File: src/hw/rtl/llja_pkg.sv
// ---------------------------------------------------------------------------
// llja_pkg - shared types for the least loaded job assigner
// Word layouts of the job and result channels and fixed field constants.
// ---------------------------------------------------------------------------
`default_nettype none

package llja_pkg;

  localparam int unsigned TIME_FIELDS = 8;
  localparam int unsigned TIME_W      = 16;
  localparam int unsigned LOAD_W      = 32;
  localparam int unsigned MACH_W      = 3;
  localparam int unsigned CFG_W       = 4;

  localparam logic [LOAD_W-1:0] LOAD_MAX = {LOAD_W{1'b1}};

  typedef struct packed {
    logic [TIME_W-1:0] time_on_machine_0;
    logic [TIME_W-1:0] time_on_machine_1;
    logic [TIME_W-1:0] time_on_machine_2;
    logic [TIME_W-1:0] time_on_machine_3;
    logic [TIME_W-1:0] time_on_machine_4;
    logic [TIME_W-1:0] time_on_machine_5;
    logic [TIME_W-1:0] time_on_machine_6;
    logic [TIME_W-1:0] time_on_machine_7;
  } job_t;

  typedef struct packed {
    logic [MACH_W-1:0] assigned_machine;
    logic [LOAD_W-1:0] load_after;
  } result_t;

endpackage

`default_nettype wire

File: src/hw/rtl/least_loaded_job_assigner.sv
// ---------------------------------------------------------------------------
// least_loaded_job_assigner - greedy least-loaded list scheduler
// Places each job on the in-use machine with the smallest running load.
// ---------------------------------------------------------------------------
// Channels: in (job word: run time per machine), out (result word: chosen
// machine and its new load), both valid/stall. cfg_wr_en/cfg_wr_data set the
// number of machines in use (0 acts as 1, above 8 or MAX_MACHINES clamps).
// Loads live in a small memory scanned one entry per cycle by a single
// compare unit; a final state does the saturating add and write-back.
// A job is taken in the idle state; in_stall then stays high while the scan
// runs over the clamped machine count and through the add state, and the
// result is registered on write-back.
// The result sits in an output register: the next job is taken while it
// waits, but that job's write-back holds until out is free (out_stall low).
// Reset clears all loads through per-entry valid bits and sets the machine
// count to 8.
// ---------------------------------------------------------------------------
`default_nettype none

module least_loaded_job_assigner #(
  parameter int unsigned MAX_MACHINES = 8
) (
  input  wire logic                           clk,
  input  wire logic                           rst,
  input  wire logic                           cfg_wr_en,
  input  wire logic [llja_pkg::CFG_W-1:0]     cfg_wr_data,
  input  wire logic                           in_valid,
  output logic                                in_stall,
  input  wire llja_pkg::job_t                 in_data,
  output logic                                out_valid,
  input  wire logic                           out_stall,
  output llja_pkg::result_t                   out_data
);

  import llja_pkg::*;

  localparam int unsigned CAP = (MAX_MACHINES < TIME_FIELDS) ? MAX_MACHINES : TIME_FIELDS;
  localparam int unsigned AW  = $clog2(MAX_MACHINES);
  localparam int unsigned IW  = $clog2(CAP);

  typedef enum logic [2:0] {
    S_IDLE = 3'b001,
    S_SCAN = 3'b010,
    S_ADD  = 3'b100
  } state_t;

  state_t             state, state_next;
  logic [CFG_W-1:0]   machines_in_use;
  logic [CFG_W-1:0]   n_reg;
  logic [CFG_W-1:0]   n_eff;
  logic [IW-1:0]      idx;
  logic [IW-1:0]      best_idx;
  logic [LOAD_W-1:0]  best_load;
  job_t               job;

  logic [LOAD_W-1:0]  load_mem [MAX_MACHINES];
  logic [MAX_MACHINES-1:0] load_vld;
  logic [LOAD_W-1:0]  rd_data;
  logic               rd_vld;
  logic [AW-1:0]      rd_addr;

  logic               in_acc;
  logic               out_free;
  logic               scan_last;
  logic [LOAD_W-1:0]  cur_load;
  logic               take;
  logic [TIME_W-1:0]  times [TIME_FIELDS];
  logic [TIME_W-1:0]  time_sel;
  logic [LOAD_W:0]    sum;
  logic [LOAD_W-1:0]  sum_sat;
  logic               commit;

  assign in_stall = (state != S_IDLE);
  assign in_acc   = in_valid && !in_stall;
  assign out_free = !(out_valid && out_stall);
  assign commit   = (state == S_ADD) && out_free;

  // clamp register value to 1..CAP
  always_comb begin
    if (machines_in_use == '0) begin
      n_eff = CFG_W'(1);
    end else if (machines_in_use > CFG_W'(CAP)) begin
      n_eff = CFG_W'(CAP);
    end else begin
      n_eff = machines_in_use;
    end
  end

  assign cur_load  = rd_vld ? rd_data : '0;
  assign take      = (idx == '0) || (cur_load < best_load);
  assign scan_last = ({1'b0, idx} + (IW+1)'(1)) >= (IW+1)'(n_reg);

  always_comb begin
    if (state == S_SCAN) begin
      rd_addr = AW'(idx) + AW'(1);
    end else begin
      rd_addr = '0;
    end
  end

  always_comb begin
    times[0] = job.time_on_machine_0;
    times[1] = job.time_on_machine_1;
    times[2] = job.time_on_machine_2;
    times[3] = job.time_on_machine_3;
    times[4] = job.time_on_machine_4;
    times[5] = job.time_on_machine_5;
    times[6] = job.time_on_machine_6;
    times[7] = job.time_on_machine_7;
  end

  assign time_sel = times[MACH_W'(best_idx)];
  assign sum      = {1'b0, best_load} + (LOAD_W+1)'(time_sel);
  assign sum_sat  = sum[LOAD_W] ? LOAD_MAX : sum[LOAD_W-1:0];

  always_comb begin
    state_next = state;
    unique case (state)
      S_IDLE: begin
        if (in_acc) state_next = S_SCAN;
      end
      S_SCAN: begin
        if (scan_last) state_next = S_ADD;
      end
      S_ADD: begin
        if (out_free) state_next = S_IDLE;
      end
      default: state_next = S_IDLE;
    endcase
  end

  always_ff @(posedge clk) begin
    if (rst) begin
      state           <= S_IDLE;
      machines_in_use <= CFG_W'(8);
      load_vld        <= '0;
      out_valid       <= 1'b0;
    end else begin
      state <= state_next;
      if (cfg_wr_en) machines_in_use <= cfg_wr_data;
      if (commit) load_vld[AW'(best_idx)] <= 1'b1;
      if (commit) begin
        out_valid <= 1'b1;
      end else if (out_valid && !out_stall) begin
        out_valid <= 1'b0;
      end
    end
  end

  // load memory: one read port, one write port, registered read
  always_ff @(posedge clk) begin
    rd_data <= load_mem[rd_addr];
    rd_vld  <= load_vld[rd_addr];
    if (commit) load_mem[AW'(best_idx)] <= sum_sat;
  end

  always_ff @(posedge clk) begin
    if (in_acc) begin
      job   <= in_data;
      n_reg <= n_eff;
      idx   <= '0;
    end else if (state == S_SCAN && !scan_last) begin
      idx <= idx + IW'(1);
    end
    if (state == S_SCAN && take) begin
      best_idx  <= idx;
      best_load <= cur_load;
    end
    if (commit) begin
      out_data.assigned_machine <= MACH_W'(best_idx);
      out_data.load_after       <= sum_sat;
    end
  end

  // the scan never runs past the clamped machine count
  a_scan_in_range: assert property (@(posedge clk) disable iff (rst)
    (state == S_SCAN) |-> ({1'b0, idx} < (IW+1)'(n_reg)))
    else $error("scan index beyond machine count");

  // a new result only comes out of a write-back cycle
  a_out_from_add: assert property (@(posedge clk) disable iff (rst)
    $rose(out_valid) |-> $past(state == S_ADD))
    else $error("result raised outside write-back");

  // a load never goes down on write-back
  a_load_grows: assert property (@(posedge clk) disable iff (rst)
    commit |=> (out_valid && out_data.load_after >= $past(best_load)))
    else $error("load decreased on write-back");

  // no write-back into a busy output register
  a_no_overwrite: assert property (@(posedge clk) disable iff (rst)
    (out_valid && out_stall && state == S_ADD) |=> (state == S_ADD))
    else $error("write-back passed a stalled result");

endmodule

`default_nettype wire

File: config.mk
export PLATFORM = sky130hd
export DESIGN_NAME = least_loaded_job_assigner
export DESIGN_NICKNAME = d
export VERILOG_FILES = /design/src/hw/rtl/llja_pkg.sv /design/src/hw/rtl/least_loaded_job_assigner.sv
export SDC_FILE = /design/constraint.sdc
export NUM_CORES = 1
export LEC_CHECK = 0
export ABC_CLOCK_PERIOD_IN_PS = 11900
export BUFFER_PORTS_ARGS = -buffer_cell sky130_fd_sc_hd__buf_2
export CAP_MARGIN = 20
export CORE_MARGIN = 5
export CORE_UTILIZATION = 40
export CTS_CLUSTER_SIZE = 8
export DETAILED_ROUTE_END_ITERATION = 6
export GPL_TIMING_DRIVEN = 0
export SLEW_MARGIN = 20
export SYNTH_ARGS = -nofsm -noshare
export SYNTH_HDL_FRONTEND = slang
export SYNTH_SLANG_ARGS = --single-unit
export TNS_END_PERCENT = 20
File: constraint.sdc
create_clock -name clk -period 11.9 [get_ports clk]
set_input_delay 1.19 -clock clk [delete_from_list [all_inputs] [get_ports clk]]
set_output_delay 1.19 -clock clk [all_outputs]
set_load 0.005 [all_outputs]
==> results by group, run 1 <==
Logic synthesis
  • Top cells by area, synth: edfxtp_1 (67%), dfxtp_1 (5.0%), ha_1 (3.2%)
  • Asr flop ratio synth: 0%
  • Top cell type's share of synthesized area: 66.6%
  • Number of distinct library cells after synthesis: between 60 and 70
  • Flops & latches, synth: 510
  • Area of the mapped netlist: 0.0207 sq mm
  • Post-synthesis cell count: 1,319
  • EDFF count, synth: 458
  • Leading area contributor after synthesis: edfxtp_1
  • Avg Cell Area, Syn: 15.7 sq um
  • Net Count, Synth: 1,510
  • Yosys warnings: 0
  • Post-synth top flop: edfxtp_1
  • Seq/Total Area, Yosys: around 72%

Clock tree
  • CTS tree: yes
  • Reg clk slew, reported paths: approximately 0.05 ns
  • Clock root buffer master: clkbuf_16
  • H-tree Lvls: 3
  • Clock Sinks: 510
  • PostCTS Resize Cnt: 0
  • Hold-fix buffers, CTS: 0
  • Clock latency on the worst-skew pair: between 0.6 and 0.7 ns
  • Setup bufs post-CTS: 0
  • Inserted Clock Buffers: 74
  • Deepest clock path buffer count: 3

Cells and area
  • Layout cell share with drive strength beyond 1: 22.5%
  • Largest Register: load_mem
  • Max reg flops: 256
  • Commonest cells after routing, fill and taps aside: edfxtp_1 (458), buf_2 (177), clkbuf_1 (103)
  • Largest registers: load_mem x256, job x128, out_data x35
  • Most common cell after layout, fill and taps aside: edfxtp_1
  • Syn-to-layout area delta: 20.4%
  • Nets: 1,772
  • Fillers: roughly 4.4k

STA
  • RSZ-0062 raised after global routing: no
  • Worst-Margin Slew: 1.06 ns
  • Max Clock Skew: 0.0236 ns
  • Endpoints failing hold: 0
  • Max-slew violation count: 0
  • Final min period: 5.86 ns
  • Slew HR: between 20 and 30%
  • Max Clock Freq: between 150 and 200 MHz
  • Period Utilization, post-route: approximately 49%
  • Setup TNS: 0 ns
  • # setup viols final: 0
  • Worst setup margin: between 6 and 7 ns

Detailed routing
  • # DRC: 0
  • 1st-iter DRT viols: 1,017
  • Final ANT Viol Nets: 0
  • Pre-Repair DR Iteration Count: 5
  • Drt wl/cell: between 20 and 25 um
  • Total Wirelength: 52,600 um
  • Vias per inst: 5.35
  • Routed via count: approximately 12k

Placed design
  • IO buf count: approximately 170
  • RD Place Congestion: 0.913
  • Hpwl dp: 35,900 um
  • Worst slack at placement: a little over 6 ns

Hold path
  • Hold Crit Depth: 0
  • Hold Crit Class: reg2reg

Floorplan
  • Die Y: 237 um
  • Starting Density: 40.3%
  • Row count: 83
  • I/O pin cnt: 174
  • Die Wd: approximately 240 um
  • Area of the core: just over 0.05 sq mm
  • Die ar.: approximately 0.056 sq mm

Power and ir drop
  • PD cells: 171 mW/mm^2
  • Worst vdd ir: 0.113 mV
  • Leak Pwr: 9.06 nW

Setup path
  • R2R depth: 12
  • Crit Path Class: reg2reg
  • Critical Path RT: 12.15 ns
  • Startpoint Class: flip-flop
  • Maximum fanout along the worst path: 10
  • Arr. time, crit path: 6.12 ns
  • CP Capture Type: flip-flop

Global route
  • GR Overflow Total: 0
  • First-pass GRT wire length: 78,400 um
  • Initial antenna violation count: 2
  • Largest net degree at the start of global routing: 34
  • GRT Util Overall: 18.3%
  • Vias in the first global route: 12.9k

Run
  • Max Cap Viol: 0

Run status
  • Run status: finished clean
[logic make-up (layout without fill, tap and decap cells)]
| kind of cell | Yosys count | in the layout | synth area share (%) |
|---|---|---|---|
| AO/OA/AOI/OAI | 306 | 306 | 9.73 |
| AND/OR/NAND/NOR | 250 | 250 | 6.20 |
| flip-flops | 510 | 510 | 71.6 |
| multiplexers | 84 | 84 | 6.51 |
| XOR/XNOR | 11 | 11 | 0.467 |
| buffers and inverters | 104 | 426 | 2.15 |
| other | 0 | 1 | 0 |
| adder cells (fa/ha/maj) | 54 | 54 | 3.31 |
[area by class of cell]
type / instances / area (sq um) / share of cell area [%]
Inverter: 44 / 165 / 0.664
Clock buffer: 128 / 2050 / 8.26
Timing Repair Buffer: 186 / 1160 / 4.66
Antenna cell: 1 / 2.50 / 0.0101
Tap cell: 680 / 851 / 3.42
Clock inverter: 8 / 88.8 / 0.357
Buffer: 60 / 279 / 1.12
Sequential cell: 510 / 14800 / 59.5
Multi-Input combinational cell: 705 / 5480 / 22.0
[critical path, cell delays in order (launching register included)]
cell      delay [ns]
edfxtp_1        0.37
clkbuf_1        0.28
nor3b_2         0.73
clkbuf_1        0.64
a22oi_1         0.22
nand4_1         0.21
ha_1            0.31
a211oi_1        0.38
o21ai_0         0.22
a211oi_1        0.73
nor3_1          0.25
clkbuf_1        0.30
a41oi_1         0.86
[cells in the mapped netlist, types with 3 or more instances]
cell / n
and2_1: 44
o21bai_1: 5
inv_1: 42
nand3_1: 12
a31oi_1: 3
nor3_1: 16
buf_2: 4
nand2_1: 68
nor2b_1: 4
nand4_1: 25
a2bb2oi_1: 32
edfxtp_1: 458
nand2b_1: 3
xnor2_1: 9
a2111oi_0: 6
and3_1: 6
mux4_1: 11
mux4_2: 22
nor3b_1: 4
mux2i_1: 11
a21o_1: 22
o211ai_1: 3
o21ai_0: 79
buf_6: 6
dfxtp_1: 52
or2b_1: 3
mux2_2: 40
clkbuf_1: 49
a211oi_1: 8
nor2_1: 48
ha_1: 53
a22oi_1: 64
a21oi_1: 61
o21a_1: 5
[per-stage QoR]
stage	utilization, %	power [mW]	std cells	cell area, sq um	hold slack (ns)
4_1_cts	48.6	4.30	2320	24900	0.469
3_5_place_dp	44.4	2.38	2184	22700	0.439
3_3_place_gp	43.7	2.37	2171	22400	0.446
6_report	48.6	4.27	2322	24900	0.466
2_1_floorplan	-	2.27	1319	20700	0.424
5_1_grt	48.6	4.42	2322	24900	0.484
[per-layer routing]
metal | part of all wire (%) | vias up | routed length [um] | GRT usage, %
li1 | - | 5715 | - | -
met1 | 42 | 6305 | 22000 | 23.4
met2 | 51 | 324 | 27000 | 32.1
met3 | 4.9 | 75 | 2560 | 3.60
met4 | 1.8 | 0 | 958 | 4.62
met5 | 0 | - | 0 | 0
[final timing paths]
path	from	to	slack (ns)
setup / recovery	best_idx[1]	load_mem[4][30]	6.04
hold / removal	best_idx[0]	out_data[32]	0.47
setup reg to reg	best_idx[1]	load_mem[4][30]	6.04
hold reg to reg	best_idx[0]	out_data[32]	0.47
[where the power goes]
group	switching, mW	internal, mW
Clock	0.746	1.17
Combinational	0.189	0.0984
Sequential	0.0156	2.05
Power figures use the tool's default switching activity.
==> run 2: changes to the inputs <==
--- a/config.mk
+++ b/config.mk
@@ -5,7 +5,8 @@
 export SDC_FILE = /design/constraint.sdc
 export NUM_CORES = 1
 export LEC_CHECK = 0
-export ABC_CLOCK_PERIOD_IN_PS = 11900
+export ABC_AREA = 1
+export ABC_CLOCK_PERIOD_IN_PS = 5200
 export BUFFER_PORTS_ARGS = -buffer_cell sky130_fd_sc_hd__buf_2
 export CAP_MARGIN = 20
 export CORE_MARGIN = 5
==> constraint.sdc (replaced) <==
create_clock -name clk -period 5.2 [get_ports clk]
set_input_delay 0.52 -clock clk [delete_from_list [all_inputs] [get_ports clk]]
set_output_delay 0.52 -clock clk [all_outputs]
set_load 0.005 [all_outputs]
==> results by group, run 2 <==
Run status
  • Run status: finished clean (unchanged)

Logic synthesis
  • Number of distinct library cells after synthesis: 42 (was 63)
  • Post-synth top flop: edfxtp_1 (unchanged)
  • Net Count, Synth: 1,879 (was 1,510)
  • EDFF count, synth: 458 (unchanged)
  • Leading area contributor after synthesis: edfxtp_1 (unchanged)
  • Seq/Total Area, Yosys: 70.9% (was 71.6%)
  • Yosys warnings: 0 (unchanged)
  • Area of the mapped netlist: 0.0209 sq mm (was 0.0207 sq mm)
  • Asr flop ratio synth: 0% (unchanged)
  • Synth cell count leaders: edfxtp_1 (458), nand2_1 (292), inv_1 (164), nor2_1 (134), a21oi_1 (80) (was edfxtp_1 (458), o21ai_0 (79), nand2_1 (68), a22oi_1 (64), a21oi_1 (61))
  • Avg Cell Area, Syn: 12.4 sq um (was 15.7 sq um)
  • Most frequent cell after synthesis: edfxtp_1 (unchanged)
  • Flops & latches, synth: 510 (unchanged)
  • Top cells by area, synth: edfxtp_1 (66%), nand2_1 (5.3%), dfxtp_1 (5.0%) (was edfxtp_1 (67%), dfxtp_1 (5.0%), ha_1 (3.2%))
  • Post-synthesis cell count: 1,688 (was 1,319)
  • Top cell type's share of synthesized area: 66.0% (was 66.6%)

Cells and area
  • Most common cell after layout, fill and taps aside: edfxtp_1 (unchanged)
  • Layout cell share with drive strength beyond 1: 17.1% (was 22.5%)
  • Multi-input logic area: 0.00519 sq mm (was 0.00548 sq mm)
  • Nets: 2,148 (was 1,772)
  • Finished Core Util: 49.0% (was 48.6%)
  • Largest registers: load_mem x256, job x128, out_data x35 (unchanged)
  • Layout Cells excl Fill: 2,694 (was 2,322)
  • Fillers: 4,618 (was 4,359)
  • FF+latch area: 0.0148 sq mm (unchanged)
  • Syn-to-layout area delta: 21.0% (was 20.4%)
  • Max reg flops: 256 (unchanged)
  • Commonest cells after routing, fill and taps aside: edfxtp_1 (458), nand2_1 (292), buf_2 (197) (was edfxtp_1 (458), buf_2 (177), clkbuf_1 (103))
  • Largest Register: load_mem (unchanged)

Placed design
  • IO buf count: 173 (was 172)
  • Worst slack at placement: 0.182 ns (was 6.15 ns)
  • Placed Instances: 2,561 (was 2,184)
  • RD Place Congestion: 0.910 (was 0.913)
  • Hpwl dp: 41,200 um (was 35,900 um)

Setup path
  • Maximum fanout along the worst path: 10 (unchanged)
  • Crit Reg-Reg Endpoint: out_data[29] (was load_mem[4][30])
  • Critical Path RT: 5.40 ns (was 12.15 ns)
  • R2R depth: 18 (was 12)
  • Startpoint Class: flip-flop (unchanged)
  • Arr. time, crit path: 5.25 ns (was 6.12 ns)
  • CP Capture Type: flip-flop (unchanged)
  • R2R Setup Slk: 0.15 ns (was 6.04 ns)
  • Crit Path Class: reg2reg (unchanged)
  • Critical R2R Launch: best_idx[1] (unchanged)

Clock tree
  • Deepest clock path buffer count: 3 (unchanged)
  • Clock latency on the worst-skew pair: 0.61 ns (about the same)
  • Clock Sinks: 510 (unchanged)
  • Inserted Clock Buffers: 74 (unchanged)
  • H-tree Lvls: 3 (unchanged)
  • Hold-fix buffers, CTS: 0 (unchanged)
  • Clock root buffer master: clkbuf_16 (unchanged)
  • Reg clk slew, reported paths: 0.06 ns (was 0.05 ns)
  • CTS tree: yes (unchanged)

Power and ir drop
  • Total Power: 9.82 mW (was 4.27 mW)
  • Leak Pwr: 9.79 nW (was 9.06 nW)
  • PD cells: 389 mW/mm^2 (was 171 mW/mm^2)
  • Worst vdd ir: 0.345 mV (was 0.113 mV)

Floorplan
  • Die Y: 238 um (was 237 um)
  • Die Wd: 238 um (was 237 um)
  • Area of the core: 0.0515 sq mm (was 0.0512 sq mm)
  • Row count: 83 (unchanged)
  • Starting Density: 40.5% (was 40.3%)
  • Die ar.: 0.0568 sq mm (was 0.0563 sq mm)
  • I/O pin cnt: 174 (unchanged)

STA
  • Period Utilization, post-route: 97.1% (was 49.3%)
  • Hold WS: 0.0905 ns (was 0.466 ns)
  • Worst setup margin: 0.151 ns (was 6.04 ns)
  • Final min period: 5.05 ns (was 5.86 ns)
  • # setup viols final: 0 (unchanged)
  • Max Clock Freq: 198 MHz (was 171 MHz)
  • Slew HR: 38.3% (was 28.4%)
  • Max Clock Skew: 0.0282 ns (was 0.0236 ns)
  • Max-slew violation count: 0 (unchanged)
  • Worst-Margin Slew: 0.919 ns (was 1.06 ns)
  • Endpoints failing hold: 0 (unchanged)

Detailed routing
  • Total Wirelength: 57,600 um (was 52,600 um)
  • 1st-iter DRT viols: 1,442 (was 1,017)
  • Pre-Repair DR Iteration Count: 5 (unchanged)
  • # DRC: 0 (unchanged)
  • Drt wl/cell: 21.4 um (was 22.6 um)
  • Routed via count: 14.3k (was 12.4k)
  • Vias per inst: 5.31 (was 5.35)
  • Final ANT Viol Nets: 0 (unchanged)

Global route
  • GR Overflow Total: 0 (unchanged)
  • First-pass GRT wire length: 85,800 um (was 78,400 um)
  • GRT Util Overall: 19.9% (was 18.3%)
  • Largest net degree at the start of global routing: 30 (was 34)
  • Initial antenna violation count: 5 (was 2)
  • Vias in the first global route: 14.1k (was 12.9k)

Run
  • Max Cap Viol: 0 (unchanged)

Hold path
  • Hold Crit Depth: 1 (was 0)
  • Hold_sp: in_data[86] (was best_idx[0])
  • Hold Crit Class: in2reg (was reg2reg)
  • WHS Endpoint: job[86] (was out_data[32])
==> run 2: routing by layer <==
metal	up-vias	wire (um)	global-route usage, %
met1	7030	24300	26.6
met3	81	3890	3.70
met5	-	0	0
li1	6653	-	-
met2	543	28200	33.1
met4	0	1310	6.54
==> run 2: final cells by class <==
class / instances / share of cell area, %
diodes: 5 / 0.0496
plain buffers: 65 / 1.07
clock buffers: 121 / 8.12
clock inverters: 7 / 0.516
inverters: 186 / 2.77
multi-input cells: 927 / 20.6
flip-flops and latches: 510 / 58.6
well taps: 680 / 3.37
repair buffers: 193 / 4.93
==> run 2: kinds of logic after synthesis <==
family                     count (synthesis)  synth area share, %
and+or+nand+nor                          568                 11.6
DFF                                      510                 70.9
buffers and inverters                    251                 4.64
xor gates and xnor gates                  11                0.498
adders and majority gates                 54                 3.28
AOI/OAI and AO/OA                        294                 9.05
==> run 2: critical path, cell delays in order, from the launching register on <==
cell      delay (ns)
edfxtp_1        0.58
nand3_1         0.44
inv_1           0.15
clkbuf_1        0.38
a22oi_1         0.28
nand4_1         0.20
ha_1            0.27
fa_1            0.40
nand2_1         0.09
nand2_1         0.06
o21ai_1         0.19
inv_2           0.05
nand2_1         0.10
nand2_1         0.13
nand2_1         0.13
nand2_2         0.10
nand4_1         0.27
buf_2           0.39
nand3_1         0.42
==> run 2: what timing repair did <==
| item | CTS | global route |
|---|---|---|
| buffers inserted | 0 | 0 |
| resized for setup | 0 | 4 |
| setup endpoints to repair | 0 | 66 |
==> run 2: worst max path at each step <==
stage / start / to
2_1_floorplan: state[0] / job[0]
3_5_place_dp: best_idx[1] / load_mem[6][5]
4_1_cts: best_idx[1] / load_mem[0][5]
5_1_grt: best_idx[1] / load_mem[6][20]
6_report: best_idx[1] / out_data[29]
3_3_place_gp: out_stall / load_mem[0][14]
==> run 2: through the flow <==
step | setup TNS [ns] | cell area (sq um)
global route | -0.205 | 25200
CTS | 0 | 25200
floorplan | 0 | 20900
global placement | -194.99 | 22600
finish | 0 | 25200
detailed placement | 0 | 23000
==> run 2: power breakdown <==
part / total [mW] / switching (mW) / internal, mW
clock network: 4.52 / 1.74 / 2.78
logic: 0.610 / 0.428 / 0.182
registers: 4.69 / 0.0407 / 4.65
